$ cat src/tri_pkg.sv
`timescale 1ns / 1ps
// ----------------------------------------------------------------------------
// tri_pkg: shared types and constants
// Payload structs, register indexes and state codes for the frame split block.
// ----------------------------------------------------------------------------
package tri_pkg;

   localparam int IDX_W   = 24;
   localparam int CRD_W   = 32;
   localparam int WGT_W   = 16;
   localparam int FRAC_W  = 16;
   localparam int CSR_W   = 24;
   localparam int CSR_A_W = 1;
   localparam int LEN_W   = 34;   // side length, sqrt of a sum below 2^67
   localparam int SQ_W    = 68;   // sum of squares
   localparam int PER_W   = 36;   // perimeter

   localparam logic [CSR_A_W-1:0] CSR_FRACTION = 1'b0;
   localparam logic [CSR_A_W-1:0] CSR_BASE     = 1'b1;

   localparam logic KIND_VERTEX = 1'b0;
   localparam logic KIND_FACE   = 1'b1;

   typedef struct packed {
      logic [IDX_W-1:0]        first_index;
      logic [IDX_W-1:0]        second_index;
      logic [IDX_W-1:0]        third_index;
      logic signed [CRD_W-1:0] ax;
      logic signed [CRD_W-1:0] ay;
      logic signed [CRD_W-1:0] az;
      logic signed [CRD_W-1:0] bx;
      logic signed [CRD_W-1:0] by_coord;
      logic signed [CRD_W-1:0] bz;
      logic signed [CRD_W-1:0] cx;
      logic signed [CRD_W-1:0] cy;
      logic signed [CRD_W-1:0] cz;
   } req_type;

   typedef struct packed {
      logic                    record_kind;
      logic signed [CRD_W-1:0] vertex_x;
      logic signed [CRD_W-1:0] vertex_y;
      logic signed [CRD_W-1:0] vertex_z;
      logic [IDX_W-1:0]        face_first;
      logic [IDX_W-1:0]        face_second;
      logic [IDX_W-1:0]        face_third;
      logic                    index_overflow;
      logic                    last;
   } rsp_type;

   // front part to back part: triangle plus its new base index
   typedef struct packed {
      req_type          shape;
      logic [IDX_W-1:0] base;
      logic             ovf;
   } job_type;

   typedef enum logic [3:0] {
      ST_IDLE, ST_SQUARE, ST_ROOT, ST_PERIM, ST_DIVIDE,
      ST_CENTER, ST_CSUM, ST_INSET, ST_EMIT
   } back_state_type;

endpackage

$ cat src/tri_queue.sv
`timescale 1ns / 1ps
// ----------------------------------------------------------------------------
// tri_queue: two-entry job queue
// Decouples intake from the geometry engine.
// ----------------------------------------------------------------------------
module tri_queue import tri_pkg::*; (
   input  logic    clock,
   input  logic    reset,
   input  logic    push,
   input  job_type push_data,
   output logic    full,
   output logic    not_empty,
   input  logic    pop,
   output job_type pop_data
);

   job_type    mem_ff [2];
   logic       wr_ff, rd_ff;
   logic [1:0] cnt_ff;

   assign full      = cnt_ff == 2'd2;
   assign not_empty = cnt_ff != 2'd0;
   assign pop_data  = mem_ff[rd_ff];

   always_ff @(posedge clock) begin
      if (push) begin
         mem_ff[wr_ff] <= push_data;
      end
   end

   always_ff @(posedge clock) begin
      if (reset) begin
         wr_ff  <= 1'b0;
         rd_ff  <= 1'b0;
         cnt_ff <= '0;
      end else begin
         if (push) wr_ff <= ~wr_ff;
         if (pop)  rd_ff <= ~rd_ff;
         cnt_ff <= cnt_ff + {1'b0, push} - {1'b0, pop};
      end
   end

   assert property (@(posedge clock) disable iff (reset) !(push && full))
      else $error("push into full queue");
   assert property (@(posedge clock) disable iff (reset) !(pop && !not_empty))
      else $error("pop from empty queue");
   assert property (@(posedge clock) disable iff (reset) cnt_ff != 2'd3)
      else $error("queue count out of range");

endmodule

$ cat config.mk
export PLATFORM = sky130hd
export DESIGN_NAME = tri_queue
export DESIGN_NICKNAME = d
export VERILOG_FILES = /design/src/tri_pkg.sv /design/src/tri_queue.sv
export SDC_FILE = /design/constraint.sdc
export NUM_CORES = 1
export LEC_CHECK = 0
export ABC_AREA = 1
export BUFFER_PORTS_ARGS = -buffer_cell sky130_fd_sc_hd__clkbuf_2
export CORE_AREA = 4 4 296 298
export CTS_BUF_LIST = sky130_fd_sc_hd__clkbuf_2 sky130_fd_sc_hd__clkbuf_4 sky130_fd_sc_hd__clkbuf_8
export DETAILED_ROUTE_END_ITERATION = 12
export DIE_AREA = 0 0 300 302
export PLACE_DENSITY_LB_ADDON = 0.15
export SYNTH_ARGS = -nofsm -noshare
export SYNTH_HDL_FRONTEND = slang
export SYNTH_SLANG_ARGS = --single-unit
$ cat constraint.sdc
create_clock -name clock -period 27.2 [get_ports clock]
set_input_delay 4.08 -clock clock [delete_from_list [all_inputs] [get_ports clock]]
set_output_delay 4.08 -clock clock [all_outputs]
set_load 0.005 [all_outputs]
## Word-level counts from Yosys, hierarchy flattened

Memory sizes are Yosys's and may differ from the RTL's. A register that Yosys moved wholly into a read port is not among the register bits.
Index checks and enable logic that the tools add are counted.

| storage, ports and cells | value |
|---|---|
| input bits | 389 |
| latch bits | 0 |
| output and inout port bits | 387 |
| memories | 1 |
| ROM bits | 0 |
| bits in writable memories | 770 |
| word-level logic and storage cells | 14 |
| register bits after elaboration | 4 |

Memories:

| memory | depth | bits a word | read ports | clocked after Yosys merged registers in | wr ports | line | RTL |
|---|---|---|---|---|---|---|---|
| mem_ff | 2 | 385 | 1 | 1 | 1 | tri_queue.sv:17 | `job_type mem_ff [2];` |

| cells by class | value |
|---|---|
| order comparisons | 0 |
| reduce and logical (&&, ||, !) cells | 1 |
| shift operators | 0 |
| bitwise logic cells | 2 |
| div/mod/pow operators | 0 |
| equal/unequal tests | 1 |
| muxes and demuxes | 4 |
| add/sub/neg operators | 2 |
| multipliers | 0 |

Operator list:

| cell | number |
|---|---|
| $mux 1 | 4 |
| $add 2x1->2 | 1 |
| $eq 2x2->1 const B | 1 |
| $not 1->1 | 2 |
| $reduce_bool 2->1 | 1 |
| $sub 2x1->2 | 1 |

## Depth between registers and ports, before layout

| depth | value |
|---|---|
| word-level depth | 3 |
| depth in mapped cells | 9 |
| mapped depth without buffers | 9 |

## Worst setup path before layout

OpenSTA, ideal clock, no wires.

| path | value |
|---|---|
| path type | input -> register |
| start | input push |
| end | memory mem_ff[0][0] (netlist name) (enable) |
| stages on the path | 2 |
| buffers on the path | 0 |
| arrival | 20.195 ns |
| setup slack | 5.853 ns |
| required time | 26.048 ns |
| cells stage by stage | inv_1 > nor2_1 |

| on the way | value |
|---|---|
| word-level cells in the longest chain between the ends | 2 |

Ends and longest elaborated chain:

| element | line | RTL |
|---|---|---|
| start, declared | tri_queue.sv:9 | `input logic push,` |
| $mux 1 | tri_queue.sv:26 | `if (push) begin` |
| $mux 1 (not written as such) | tri_queue.sv:27 | `mem_ff[wr_ff] <= push_data;` |
| end, declared | tri_queue.sv:17 |  |

No other way between the ends.

==> results.py <==
metrics = {
    "sta": {
        "rsz0062_at_grt": "false",
        "fin_setup_tns_ns": 0,
        "fin_crit_ns": 8.340,
        "hold_viol_final": 0,
        "finalSetupViolations": 0,
        "tightest_slew_ns": 1.208,
        "skew_ns": 0.02843,
        "min_period_over_period_pct": 30.66,
        "final.setup.worst_slack_ns": 18.86,
        "fmax_ghz": 0.1199,
        "maxSlewHeadroom_pct": 19.25,
        "slew_viol_final": 0,
        "holdWs_ns": 0.5163,
    },
    "drt": {
        "drc": 0,
        "drt_first_pass_iters": 4,
        "drt_first_iter_violations": 764,
        "vias_per_cell": 4.405,
        "ant_nets": 0,
        "drt-total-wl_mm": 72.89,
        "dr_total_vias": 14840,
        "post_drt_wl_per_cell_um": 21.64,
    },
    "clock_network": {
        "numCtsBuffers": 137,
        "cts_hold_buffers": 0,
        "cts_setup_buffers": 0,
        "cts_max_path_buffers": 3,
        "clk-insertion-delay-late_ns": 0.77,
        "cts.repair.resized": 0,
        "clkTransAtPathRegs_ns": 0.05,
        "htree_levels": 4,
        "cts_root_buf": "clkbuf_8",
        "cts_sinks": 775,
        "cts_tree": "built",
    },
    "critical_path": {
        "cpPeakStageDelay_ns": 0.96,
        "crit_chain": "buf_4 -> buf_4 -> mux2_2 -> clkbuf_2",
        "crit_family": "buffers and inverters",
        "end_kind": "output port",
        "critPathBufInv": 3,
        "crit_path_max_fanout": 70,
        "slowest_stage": "dfxtp_4",
        "worst_ep_required_time_ns": 23.12,
        "worst_setup_path_start_kind": "flip-flop",
        "path_class": "flip-flop to output port",
        "cp_common_cell": "buf_4",
        "critPathArrivalTime_ns": 4.26,
    },
    "synth": {
        "syn_nets": 1620,
        "ys_warn_count": 0,
        "synth-seq-cells": 775,
        "ys_types": 15,
        "syn_area_um2": 28260,
        "yosysSeqAreaShare_pct": 82.17,
        "syn_inst": 1229,
        "syn_avg_cell_area_um2": 22.99,
    },
    "floorplanning": {
        "initial_utilization_pct": 33.29,
        "die_y_um": 302,
        "dieArea_um2": 90600,
        "die_w_um": 300,
        "io_pins": 776,
        "coreArea_um2": 84880,
        "rows": 107,
    },
    "placed_design": {
        "gp_congestion": 0.8069,
        "dp_cells": 3118,
        "portBuffers": 775,
        "place_hpwl_mm": 51.08,
        "place_ws_ns": 18.70,
    },
    "power": {
        "p_per_area_nw_per_um2": 74.06,
        "leakagePower_nw": 13.51,
        "vdd_drop_max_mv": 0.04422,
        "total_power_w": 0.002650,
    },
    "grt": {
        "grt_pass1_wl_mm": 102.3,
        "grt_pass1_vias": 15900,
        "grt_antenna_before_repair": 19,
        "grt_usage_pct": 15.42,
        "grt_max_degree": 156,
        "grt-ovfl-total": 0,
    },
    "layout": {
        "areaGrowthSynthToFinish_pct": 26.64,
        "final_nets": 2504,
        "final_common_cell": "clkbuf_2",
        "instances_no_fill": 3369,
        "drive_gt1_share_pct": 62.30,
        "nFillCells": 7828,
        "layout_common_cells": "clkbuf_2, edfxtp_1, mux2_2, clkbuf_8, clkbuf_4",
    },
    "hold_path": {
        "hp-class": "flip-flop to flip-flop",
    },
    "run_status": {
        "status": "finished clean",
    },
    "run": {
        "maxCapViolations": 0,
    },
}
registers in the layout, summed over array words and instances, names as in the netlist, named ones only:
register  flops
mem_ff      770
wr_ff         1
cnt_ff        2
rd_ff         1
cell families after synthesis:
| kind of cell | after synthesis | synth area share (%) |
|---|---|---|
| AO/OA/AOI/OAI | 1 | 0.01769 |
| adder cells (fa/ha/maj) | 2 | 0.08854 |
| multiplexers | 385 | 15.74 |
| XOR/XNOR | 1 | 0.03100 |
| AND/OR/NAND/NOR | 14 | 0.1948 |
| buffers and inverters | 51 | 1.753 |
| flip-flops | 775 | 82.17 |
metrics by stage:
stage / instance area (µm²) / utilization [%]
3_5_place_dp: 33230 / 39.15
4_1_cts: 35740 / 42.10
6_report: 35790 / 42.16
5_1_grt: 35790 / 42.16
2_1_floorplan: 28260 / -
3_3_place_gp: 33230 / 39.15
worst paths after layout:
path	cells past startpoint	to	slack (ns)	from
max	4	pop_data[88]	18.86	flip-flop
min	2	flip-flop	0.52	rd_ff
max reg2reg	4	mem_ff[0][274]	22.78	wr_ff
min reg2reg	2	flip-flop	0.52	rd_ff
final cells by class:
cell class                 instances  area (µm²)  share of cell area [%]
inverter                           8       37.54                  0.1049
timing repair buffer             788        3989                   11.15
clock buffer                     187        2298                   6.422
tap                             1144        1431                   4.000
multi-input combinational        403        4549                   12.71
sequential                       775       23230                   64.90
antenna                           21       52.55                  0.1468
clock inverter                    43       203.9                  0.5699
routing by layer:
metal | up-vias | routed length [µm] | GRT usage (%)
met3 | 135 | 5167 | 5.505
met4 | 2 | 2311 | 7.188
met5 | - | 13 | 0
li1 | 6728 | - | -
met2 | 491 | 39970 | 28.19
met1 | 7483 | 25430 | 15.76
tightest hold or removal path: stages (launching register included):
cell and delay, ns:
dfxtp_1 0.32, xnor2_1 0.09, nor2_1 0.08
report_power, final:
part	switching, W	internal (W)
clock network	0.000447	0.000542
logic	0.000136	0.000123
registers	0.0000158	0.00139
total	0.000599	0.00205
synthesized netlist by cell type (all sizes together):
| cell | instances | area (µm²) |
|---|---|---|
| nand2 | 5 | 18.77 |
| nand3 | 1 | 5.000 |
| buf | 43 | 465.4 |
| xnor2 | 1 | 8.760 |
| mux2 | 385 | 4448 |
| inv | 8 | 30.03 |
| nor2 | 7 | 26.28 |
| ha | 2 | 25.02 |
| edfxtp | 770 | 23120 |
| nor3 | 1 | 5.000 |
| a21oi | 1 | 5.000 |
| dfxtp | 5 | 100.1 |
No activity file was read; power rests on OpenSTA's default activity.
