<file path="config.mk">
export PLATFORM = sky130hd
export DESIGN_NAME = tri_front
export DESIGN_NICKNAME = d
export VERILOG_FILES = /design/src/tri_pkg.sv /design/src/tri_front.sv
export SDC_FILE = /design/constraint.sdc
export NUM_CORES = 1
export LEC_CHECK = 0
export CAP_MARGIN = 20
export CELL_PAD_IN_SITES_DETAIL_PLACEMENT = 0
export CELL_PAD_IN_SITES_GLOBAL_PLACEMENT = 1
export CORE_AREA = 10 10 290 292
export CTS_BUF_LIST = sky130_fd_sc_hd__clkbuf_4 sky130_fd_sc_hd__clkbuf_8 sky130_fd_sc_hd__clkbuf_16
export CTS_CLUSTER_SIZE = 16
export DETAILED_ROUTE_END_ITERATION = 10
export DIE_AREA = 0 0 300 302
export DONT_BUFFER_PORTS = 1
export PLACE_DENSITY_LB_ADDON = 0.1
export SETUP_SLACK_MARGIN = 0.2
export SLEW_MARGIN = 0
export SYNTH_ARGS = -nofsm -noshare
export SYNTH_HDL_FRONTEND = slang
export SYNTH_SLANG_ARGS = --single-unit
</file>
<file path="constraint.sdc">
create_clock -name clock -period 3.9 [get_ports clock]
set_input_delay 0.78 -clock clock [delete_from_list [all_inputs] [get_ports clock]]
set_output_delay 0.78 -clock clock [all_outputs]
set_load 0.02 [all_outputs]
</file>
<file path="src/tri_pkg.sv">
`timescale 1ns / 1ps
// ----------------------------------------------------------------------------
// tri_pkg: shared types and constants
// Payload structs, register indexes and state codes for the frame split block.
// ----------------------------------------------------------------------------
package tri_pkg;

   localparam int IDX_W   = 24;
   localparam int CRD_W   = 32;
   localparam int WGT_W   = 16;
   localparam int FRAC_W  = 16;
   localparam int CSR_W   = 24;
   localparam int CSR_A_W = 1;
   localparam int LEN_W   = 34;   // side length, sqrt of a sum below 2^67
   localparam int SQ_W    = 68;   // sum of squares
   localparam int PER_W   = 36;   // perimeter

   localparam logic [CSR_A_W-1:0] CSR_FRACTION = 1'b0;
   localparam logic [CSR_A_W-1:0] CSR_BASE     = 1'b1;

   localparam logic KIND_VERTEX = 1'b0;
   localparam logic KIND_FACE   = 1'b1;

   typedef struct packed {
      logic [IDX_W-1:0]        first_index;
      logic [IDX_W-1:0]        second_index;
      logic [IDX_W-1:0]        third_index;
      logic signed [CRD_W-1:0] ax;
      logic signed [CRD_W-1:0] ay;
      logic signed [CRD_W-1:0] az;
      logic signed [CRD_W-1:0] bx;
      logic signed [CRD_W-1:0] by_coord;
      logic signed [CRD_W-1:0] bz;
      logic signed [CRD_W-1:0] cx;
      logic signed [CRD_W-1:0] cy;
      logic signed [CRD_W-1:0] cz;
   } req_type;

   typedef struct packed {
      logic                    record_kind;
      logic signed [CRD_W-1:0] vertex_x;
      logic signed [CRD_W-1:0] vertex_y;
      logic signed [CRD_W-1:0] vertex_z;
      logic [IDX_W-1:0]        face_first;
      logic [IDX_W-1:0]        face_second;
      logic [IDX_W-1:0]        face_third;
      logic                    index_overflow;
      logic                    last;
   } rsp_type;

   // front part to back part: triangle plus its new base index
   typedef struct packed {
      req_type          shape;
      logic [IDX_W-1:0] base;
      logic             ovf;
   } job_type;

   typedef enum logic [3:0] {
      ST_IDLE, ST_SQUARE, ST_ROOT, ST_PERIM, ST_DIVIDE,
      ST_CENTER, ST_CSUM, ST_INSET, ST_EMIT
   } back_state_type;

endpackage

</file>
<file path="src/tri_front.sv">
`timescale 1ns / 1ps
// ----------------------------------------------------------------------------
// tri_front: request intake
// Accepts triangles, assigns new vertex indices and tracks the vertex count.
// ----------------------------------------------------------------------------
module tri_front import tri_pkg::*; (
   input  logic             clock,
   input  logic             reset,
   input  logic             req_valid,
   output logic             req_stall,
   input  req_type          req_data,
   input  logic [IDX_W-1:0] vertex_base,
   output logic             job_valid,
   input  logic             job_full,
   output job_type          job_data
);

   logic [IDX_W-1:0] count_ff, count_in;
   logic [IDX_W:0]   j_wide, cnt_plus3;
   logic [IDX_W+1:0] j_plus2;
   localparam logic [IDX_W:0] IDX_MAX = {1'b0, {IDX_W{1'b1}}};

   assign req_stall = job_full;
   assign job_valid = req_valid & ~job_full;

   // new base index and overflow check
   always_comb begin
      j_wide    = {1'b0, vertex_base} + {1'b0, count_ff};
      j_plus2   = {1'b0, j_wide} + (IDX_W+2)'(2);
      cnt_plus3 = {1'b0, count_ff} + (IDX_W+1)'(3);
      count_in  = (cnt_plus3 > IDX_MAX) ? {IDX_W{1'b1}} : cnt_plus3[IDX_W-1:0];
      job_data.shape = req_data;
      job_data.base  = j_wide[IDX_W-1:0];
      job_data.ovf   = j_plus2 > {1'b0, IDX_MAX};
   end

   always_ff @(posedge clock) begin
      if (reset) begin
         count_ff <= '0;
      end else if (job_valid) begin
         count_ff <= count_in;
      end
   end

endmodule

</file>
After elaboration in Yosys (flattened, before gate mapping)
Index checks and enable logic that the tools add are counted.
- register bits: 24
- input port bits: 388
- bitwise logic cells: 2
- magnitude comparators: 2
- add/subtract/negate cells: 3
- muxes and demuxes: 1
- operator list (operator ; number):
    25-bit by 2-bit adder with 26-bit output (second input constant) ; 1
    26-bit by 24-bit > comparator with 1-bit output (second input constant) ; 1
    24-bit by 2-bit adder with 25-bit output (second input constant) ; 1
    24-bit by 24-bit adder with 25-bit output ; 1
    25-bit by 24-bit > comparator with 1-bit output (second input constant) ; 1
    24-bit 2-to-1 mux ; 1
    1-bit bitwise AND ; 1
    1-bit NOT ; 1

Logic depth before layout (Yosys ltp)
- depth in word-level cells: 3
- mapped depth: 13
- mapped depth without buffers: 11

Least setup slack after synthesis
No wires, ideal clock.
- path type: input to output
- from: in vertex_base[0]
- to: out job_data[0] (netlist bit)
- buffers on the path: 0
- arrival time: 3.682 ns
- cell stages on the path: 11
- required time: 3.120 ns
- slack: -0.562 ns
- cells stage by stage: ha_1 fa_1 a21oi_1 o22ai_1 o221ai_1 o21ai_0 o41ai_1 xnor2_1 nor4bb_1 nand4_1 mux2i_1
- RTL lines (item ; RTL line ; text):
    start: declaration ; tri_front.sv:12 ; input logic [IDX_W-1:0] vertex_base,
    end: declaration ; tri_front.sv:15 ; output job_type job_data

==> results list <==
- The run finished, with violations left.
- The final reports fail on negative setup slack.
- The worst-case IR drop observed on VDD is around 150 uV.
- Dividing total power by cell area gives a power density of approximately 150 nW/um^2.
- Final-report hold violation count: 0
- Counting flops with an async set or reset pin after synthesis yields a share of 0.
- Subtracting the final worst setup slack from the clock period gives between 4 and 5 ns.
* Required time worst endpoint: about 3.1 ns
* Worst setup EP type: primary output
- Via count: approximately 4000
- Antenna violation net count after detailed routing: 0
* Final clock period utilization by the worst path: 1.09
- In the final layout, the share of cells above drive strength 1 is 0.395.
* Gpl congestion: between 0.6 and 0.7
- Final Slew Violations: 0
- Yosys reg bits: 24
- Antenna violations before repair: 2
* Fraction of the yosys area taken by sequential cells: 0.0856
* Horizontal die dimension: roughly 300 um
- Synth top area share: 0.483
- Entering global routing, the biggest net connects 25 pins.
- Area of the placeable core: around 78000 um^2
* Sum of routed wire length over all layers: approximately 25000 um
- Total power: 0.000845 W
- In the routed design, unresolved DRC markers number 0.
- Counting every sink on the clock net gives 24.
- Crit path buf inv count: 2
- The register with the most flip-flops in the layout has 24 of them.
- The tree is rooted in a clkbuf_16.
- Of all nets on the critical path, the largest fanout is 4.
- Cell family with the largest share of critical-path delay: simple AND/OR/NAND/NOR gates
- After detailed routing, the average wire length per cell comes to 16.1 um.
* First-pass GRT wire length: 34600 um
- The synthesized design spends more area on one cell type than any other, namely buf_4.
- Setup violations remaining at the end of the flow were counted as 2.
* Static leakage: roughly 2.0 nW
* Iteration-0 DRC Markers: about 110
* Maximum clock insertion buffer count: 2
* Post-cts hold buffer count: 0
- Post-synthesis cell count: 749
- For the pin with the worst max-slew slack, the measured transition is about 0.46 ns.
- Overall routing resource usage: 0.0533
- Data arrives at the worst endpoint at ~3.5 ns.
* Die boundary height: around 300 um
- Number of distinct standard cells referenced by the synthesized netlist: 61
- The most numerous cell type found on the critical path is nand4_1.
- Summed over all layers, the global routing overflow is 0.
- The clock reaches the later pin of the worst-skew pair after around 0.29 ns.
- Compared with the post-synthesis result, the final layout area differs by 2.41%.
- Warning count from the yosys run: 0
- Standard-cell row count: about 100
- The count of buffers added on input and output ports is 0.
- # nets final: between 900 and 1000
- In the synthesized netlist, the cells that appear most often are buf_4 (361), a21oi_1 (42), nor2_1 (37).
- Nature of the critical path startpoint: input port
- Setup repair after global routing could not meet its margin everywhere.
* CTS buffer count: 3
* Area contributors post-synth: buf_4 (48%), dfxtp_1 (8.6%), ha_1 (6.0%)
* Tightest Hold Check Type: input port to flop
- For the final database, setup skew stands at between 0.01 and 0.015 ns.
- Maximum clock frequency: 236 MHz
- For this configuration, the core starts out at a cell density of 0.0716.
- The critical path goes through ha_4, fa_2, a21oi_4, o21bai_1, xor2_1, and4_4, and4_1, nand4_1, buf_6, nor4_4, buf_4, nand4_1, mux2i_4.
- The first detailed-routing pass ran for 4 iterations.
- The worst setup path is of the input port to primary output kind.
- Clock-pin slew was measured on the worst setup and hold paths at about 0.09 ns.
- I/O pins: 775
- Number of maximum-capacitance constraint violations: 0
- Antenna diodes: 0
- Slew headroom: 0.691
- Vias per Instance: about 2.6
- The die covers 90600 um^2.
- CTS tree: yes
- The largest registers in the layout are count_ff: 24 flops.
- Final core occ: 0.0734
* Final critical-path setup slack: -0.333 ns
* Sum Neg Setup Slack: -0.373 ns
* Number of synthesized flops with an enable pin: 0
* CTS H-Tree Depth: 1
* Post-DP HPWL: around 22000 um
- On the worst path, the slowest cell contributes a delay of 0.37 ns.
- Number of global-route vias before repair: 4460
- Largest register by flop count: count_ff
- The average instance in the mapped netlist occupies between 7 and 8 um^2.
- When the netlist entered floorplanning its net count stood at 1165.
- Cell with the biggest individual delay on the critical path: fa_2
* Dominant register cell in the synthesized netlist: dfxtp_1
- Mapped Area: 5610 um^2
- The most common cell in the synthesized netlist is buf_4.
-- repair_timing --
item	CTS	global route
setup endpoints to repair	11	9
buffers inserted	5	3
pin swaps	24	12
resized for setup	47	19
-- final timing paths --
| path | startpoint | to | slack (ns) | depth (start not counted) |
|---|---|---|---|---|
| setup / recovery | vertex_base[0] | job_data[0] | -0.33 | 13 |
| hold / removal | reset | count_ff[0]$_SDFFE_PP0P_ | 0.56 | 1 |
| setup reg to reg | count_ff[0]$_SDFFE_PP0P_ | count_ff[2]$_SDFFE_PP0P_ | 0.61 | 13 |
| hold reg to reg | count_ff[19]$_SDFFE_PP0P_ | count_ff[19]$_SDFFE_PP0P_ | 0.62 | 1 |
-- layout make-up --
class                   count  area [um^2]
clock buffers               3         75.1
clock inverters             1         30.0
fillers                  9290        72600
inverters                  20         75.1
multi-input cells         328         2650
flip-flops and latches     24          480
well taps                1050         1310
repair buffers            145         1130
-- per-layer routing --
| metal | vias to the layer above | GRT usage | wire length [um] |
|---|---|---|---|
| met2 | 308 | 0.0856 | 11700 |
| li1 | 1748 | - | - |
| met3 | 159 | 0.0299 | 3130 |
| met5 | - | 0.00264 | 57 |
| met1 | 1801 | 0.0498 | 8470 |
| met4 | 6 | 0.0429 | 1900 |
-- where the power goes --
group,leakage [nW],internal [W],switching [W],total (W)
combinational,1.74,0.000122,0.000143,0.000265
clock,0.0511,0.000206,0.000125,0.000331
sequential,0.194,0.000247,0.00000272,0.000250
-- stage by stage --
| step | worst slack [ns] | hold slack [ns] | instances | instance area (um^2) |
|---|---|---|---|---|
| after floorplan | -0.127 | 0.505 | 749 | 5680 |
| after global placement | -0.982 | 0.601 | 1559 | 5250 |
| after detailed placement | -0.899 | 0.602 | 1559 | 5250 |
| after CTS | -0.427 | 0.560 | 1568 | 5630 |
| after global routing | -0.565 | 0.549 | 1571 | 5750 |
| final | -0.333 | 0.555 | 1571 | 5750 |
-- cells in the final DEF (no fill, tap or decap), types with 4 or more instances in the layout --
master and instances:
dfxtp_1 24, a211oi_1 6, o21ai_0 13, nand2b_1 4
nor2b_1 5, buf_6 7, ha_1 21, buf_4 137
a31oi_1 7, nand4_1 7, o211ai_1 7, and4_1 4
nor3_1 4, a41oi_1 4, xor2_1 6, nor4_1 5
nand2_1 21, a21oi_2 4, a311oi_1 15, a21oi_4 4
o21a_1 5, nand3_1 18, a21oi_1 34, inv_1 19
xnor2_1 9, nor2_1 35, nor3b_1 6, and3_1 8
-- cell families (layout without fill, tap and decap cells) --
family                     count (synthesis)  count (layout)  synth area share
muxes                                      3               3           0.00557
xor gates and xnor gates                  23              23            0.0359
AOI/OAI and AO/OA                        134             134             0.162
DFF                                       24              24            0.0856
adders and majority gates                 28              28            0.0637
buffers and inverters                    397             169             0.510
and+or+nand+nor                          140             140             0.138
Note: power is estimated with default switching activity, not from simulation.
